<file path="config.mk">
export PLATFORM = sky130hd
export DESIGN_NAME = awvn_ram
export DESIGN_NICKNAME = d
export VERILOG_FILES = /design/src/hw/rtl/awvn_ram.sv
export SDC_FILE = /design/constraint.sdc
export NUM_CORES = 1
export LEC_CHECK = 0
export ABC_CLOCK_PERIOD_IN_PS = 1700
export BUFFER_PORTS_ARGS = -buffer_cell sky130_fd_sc_hd__buf_2
export CAP_MARGIN = 20
export CORE_MARGIN = 2
export CORE_UTILIZATION = 45
export CTS_CLUSTER_SIZE = 14
export DETAILED_ROUTE_END_ITERATION = 16
export SETUP_SLACK_MARGIN = 0.5
export SYNTH_ARGS = -nofsm -noshare
export SYNTH_HDL_FRONTEND = slang
export SYNTH_SLANG_ARGS = --single-unit
</file>
<file path="constraint.sdc">
create_clock -name clk -period 1.7 [get_ports clk]
set_input_delay 0.17 -clock clk [delete_from_list [all_inputs] [get_ports clk]]
set_output_delay 0.17 -clock clk [all_outputs]
set_load 0.01 [all_outputs]
</file>
<file path="src/hw/rtl/awvn_ram.sv">
// generic single-write, single-read memory with registered read data
module awvn_ram #(
    parameter int WIDTH = 8,
    parameter int DEPTH = 16
) (
    input  logic                             clk,
    input  logic                             we,
    input  logic [$clog2(DEPTH)-1:0]         waddr,
    input  logic [WIDTH-1:0]                 wdata,
    input  logic [$clog2(DEPTH)-1:0]         raddr,
    output logic [WIDTH-1:0]                 rdata
);

    logic [WIDTH-1:0] mem [DEPTH];
    logic [WIDTH-1:0] rdata_reg;

    // write port and registered read port
    always_ff @(posedge clk)
    begin
        if (we)
        begin
            mem[waddr] <= wdata;
        end
        rdata_reg <= mem[raddr];
    end

    assign rdata = rdata_reg;

endmodule

</file>
# Word level (Yosys, flattened, before mapping)
# Memories as Yosys holds them, arrays and structs flattened. A register that Yosys moved wholly into a read port is not among the register bits.
# Cells that the tools add are included.
# op_classes
mux	2
# ops
operator	count
1-bit 2-to-1 mux	2
# word_totals
register_bits	0
ramBits	128
input_bits	18
output_inout_bits	8
word_cells	3
n_memories	1
# mem_list
memory	words	width	read_ports	rd_ports_with_merged_regs	wr	line_no	text
mem	16	8	1	1	1	14	logic [WIDTH-1:0] mem [DEPTH];

# Longest topological paths before layout
# depth
ltp_word	2
depth_mapped	5
mapped_depth_nobuf	3

# Worst setup path after synthesis
# Ideal clock, no wire load.
# synth_path
path_type	in2reg
startpoint	input port waddr[2]
endpoint	memory mem[0][0] (enable)
setup_ns	0.383
arrival_ns	1.280
required_time_ns	1.317
setup_slack_ns	0.037
path_stages	2
path_buffers	0
path_cell_list	or3b_2 > nor3_1
# synth_lines
item	line_no	text
start, declared	8	input logic [$clog2(DEPTH)-1:0] waddr,
end, declared	14	
# Straight into the memory's write port.

==> run_results.csv <==
group,metric,value,unit
yosys,ys_top_cells_by_area,"edfxtp_1 (75%), mux4_2 (7.9%), mux4_1 (7.1%)",
layout,num_antenna_cells,0,
global_routing,grt_max_degree,33,
clock_tree,root_buffer,"clkbuf_16",
yosys,synth_warnings,0,
sta,slew_headroom,67.2,%
layout,largest_register_ffs,128,
sta,fin_crit_sh,75.7,%
floorplan,start_util,45.7,%
clock_tree,cts_max_level,4,
clock_tree,path_clk_slew,0.06,ns
setup_path,reg2reg_depth,3,
clock_tree,clock-sinks,136,
yosys,synth_cells,229,
setup_path,end_kind,"flop",
detailed_routing,first_pass_iters,4,
pwr,irDropWorstVdd,0.000759,V
clock_tree,holdBufCountCts,0,
sta,tightest_slew,0.491,ns
floorplan,placementRows,39,
sta,max_freq,0.777,GHz
setup_path,cp.depth,3,
setup_path,cp_max_fo,1,
placed_design,placed_cell_area,5570,um^2
yosys,yosys-top-cells-count,"edfxtp_1 (128), mux4_2 (18), a22oi_1 (16)",
global_routing,grt-ovfl-total,0,
yosys,seq_area_frac_synth,77.8,%
sta,hold_violations,0,
pwr,seq_power_share,45.1,%
floorplan,coreArea,11300,um^2
floorplan,dieHeight,111,um
placed_design,gp_congestion,0.735,
pwr,pwr-share-clk,50.2,%
yosys,yosysUniqueCellTypes,19,
detailed_routing,wire_per_inst,22.3,um
layout,finish.instance_area,6310,um^2
yosys,syn_nets,247,
setup_path,crit_arrival,1.56,ns
global_routing,grt.total_usage,17.6,%
detailed_routing,ant_nets,0,
layout,drive_gt1_share,43.5,%
sta,final.setup.tns,0,ns
yosys,synth_ff_type,"edfxtp_1",
detailed_routing,drtIter0Drc,235,
sta,period_needed,1.29,ns
yosys,yosys.area.top_type,"edfxtp_1",
detailed_routing,vias,2421,
hold_path,hold_path_class,"input port to flop",
placed_design,port-buffer-count,25,
pwr,p_switching,1.52,mW
global_routing,grt_pass1_vias,2598,
pwr,swShare,18.1,%
detailed_routing,drc,0,
layout,nNetsFinal,306,
setup_path,worstPathRequired,1.98,ns
hold_path,holdPathStages,1,
placed_design,dp_hpwl,6440,um
sta,slew_viol_final,0,
clock_tree,postCtsSetupBuffers,0,
setup_path,worst-setup-path-type,"flop to flop",
yosys,ys_ff_latch,136,
layout,area_growth,22.6,%
sta,clock_skew,0.0174,ns
yosys,syn_area,5150,um^2
sta,whs,0.140,ns
setup_path,startpoint_type,"flop",
clock_tree,cts_tree,"done",
floorplan,io_pins,26,
setup_path,cp_slowest_cell,"mux4_2",
yosys,yosysMostFrequentCell,"edfxtp_1",
floorplan,dieArea,12300,um^2
pwr,intPower,6.85,mW
sta,setup_viol,0,
clock_tree,clk_latency,0.41,ns
yosys,synth_top_area_share,74.7,%
pwr,power_per_cell_area,1330,nW/um^2
flow_run,cap_violations,0,
floorplan,die_w,111,um
run_status,status,"completed",
clock_tree,clock_path_buffers,2,
global_routing,grt_pass1_wl,15400,um
yosys,synth.avg_cell_area,22.5,um^2
setup_path,crit_chain,"mux4_2 -> a22oi_2 -> nand2_1",
yosys,synthArstFlopShare,0,%
sta,rsz0062_at_grt,"true",
yosys,synth-edff-count,128,
pwr,p_leak,2.13,nW
setup_path,critPathMaxStageDelay,0.48,ns
detailed_routing,viasPerCell,5.45,
global_routing,antenna_found_initial,0,
clock_tree,cts-buffers-inserted,17,
setup_path,path_delay_family,"multiplexers",
setup_path,path_buf_inv,0,
pwr,pwr-share-comb,4.7,%
detailed_routing,finalWirelength,9890,um
-- through the flow --
step	power [mW]	std cells	util (%)	setup WS, ns
floorplan	4.06	229	-	0.427
global placement	4.22	412	49.4	0.0884
detailed placement	4.22	412	49.4	0.0877
CTS	8.43	444	55.8	0.409
global route	8.63	444	56.0	0.383
finish	8.37	444	56.0	0.413
-- cells in the final DEF, fill, tap and decap left out, types with 3 or more instances in the layout --
master,Yosys,final
buf_4,1,23
clkbuf_16,0,17
mux4_2,18,31
nand2_1,9,9
nor2_2,0,3
a22oi_2,0,11
a22oi_1,16,5
edfxtp_1,128,128
dfxtp_1,8,8
bufinv_16,0,7
nor3_2,0,3
nor2_1,13,10
buf_2,3,25
clkinv_2,0,3
-- worst reg2reg max path, stage by stage (launching register included) --
cell and delay (ns):
edfxtp_1 0.36, mux4_2 0.48, a22oi_2 0.24, nand2_1 0.08
-- logic make-up after synthesis --
family | Yosys count | share of synthesized area, %
muxes | 32 | 15.0
DFF | 136 | 77.8
AOI/OAI and AO/OA | 16 | 2.33
and+or+nand+nor | 35 | 3.18
buffers and inverters | 10 | 1.68
-- cell type report --
class	count	area, um^2
multi-input cells	83	1100
repair buffers	50	338
clock buffers	19	443
clock inverters	13	249
fillers	845	4960
well taps	143	179
flip-flops and latches	136	4000
-- worst paths after layout --
path,start,to,slack [ns]
max reg2reg,mem[3][4],rdata[4],0.41
min,wdata[0],mem[2][0],0.14
min reg2reg,mem[4][2],rdata[2],0.68
max,mem[3][4],rdata[4],0.41
-- timing repair --
item / 4_1_cts / 5_1_grt
pin swaps: 0 / 2
setup endpoints to repair: 8 / 10
gates resized for setup: 9 / 4
-- power groups by stage --
stage | clock network, mW | logic [mW] | registers [mW]
6_report | 4.20 | 0.392 | 3.78
5_1_grt | 4.43 | 0.426 | 3.78
4_1_cts | 4.26 | 0.393 | 3.78
3_5_place_dp | 0 | 0.378 | 3.85
3_3_place_gp | 0 | 0.374 | 3.84
2_1_floorplan | 0 | 0.210 | 3.85
-- metal layers --
layer | wire [um] | global-route usage (%) | vias up | share of wire (%)
met1 | 4330 | 25.3 | 1239 | 44
li1 | - | - | 1082 | -
met5 | 0 | 0 | - | 0
met2 | 4840 | 26.3 | 96 | 49
met4 | 72 | 7.42 | 0 | 0.73
met3 | 655 | 4.10 | 4 | 6.6
Power figures use the tool's default switching activity.
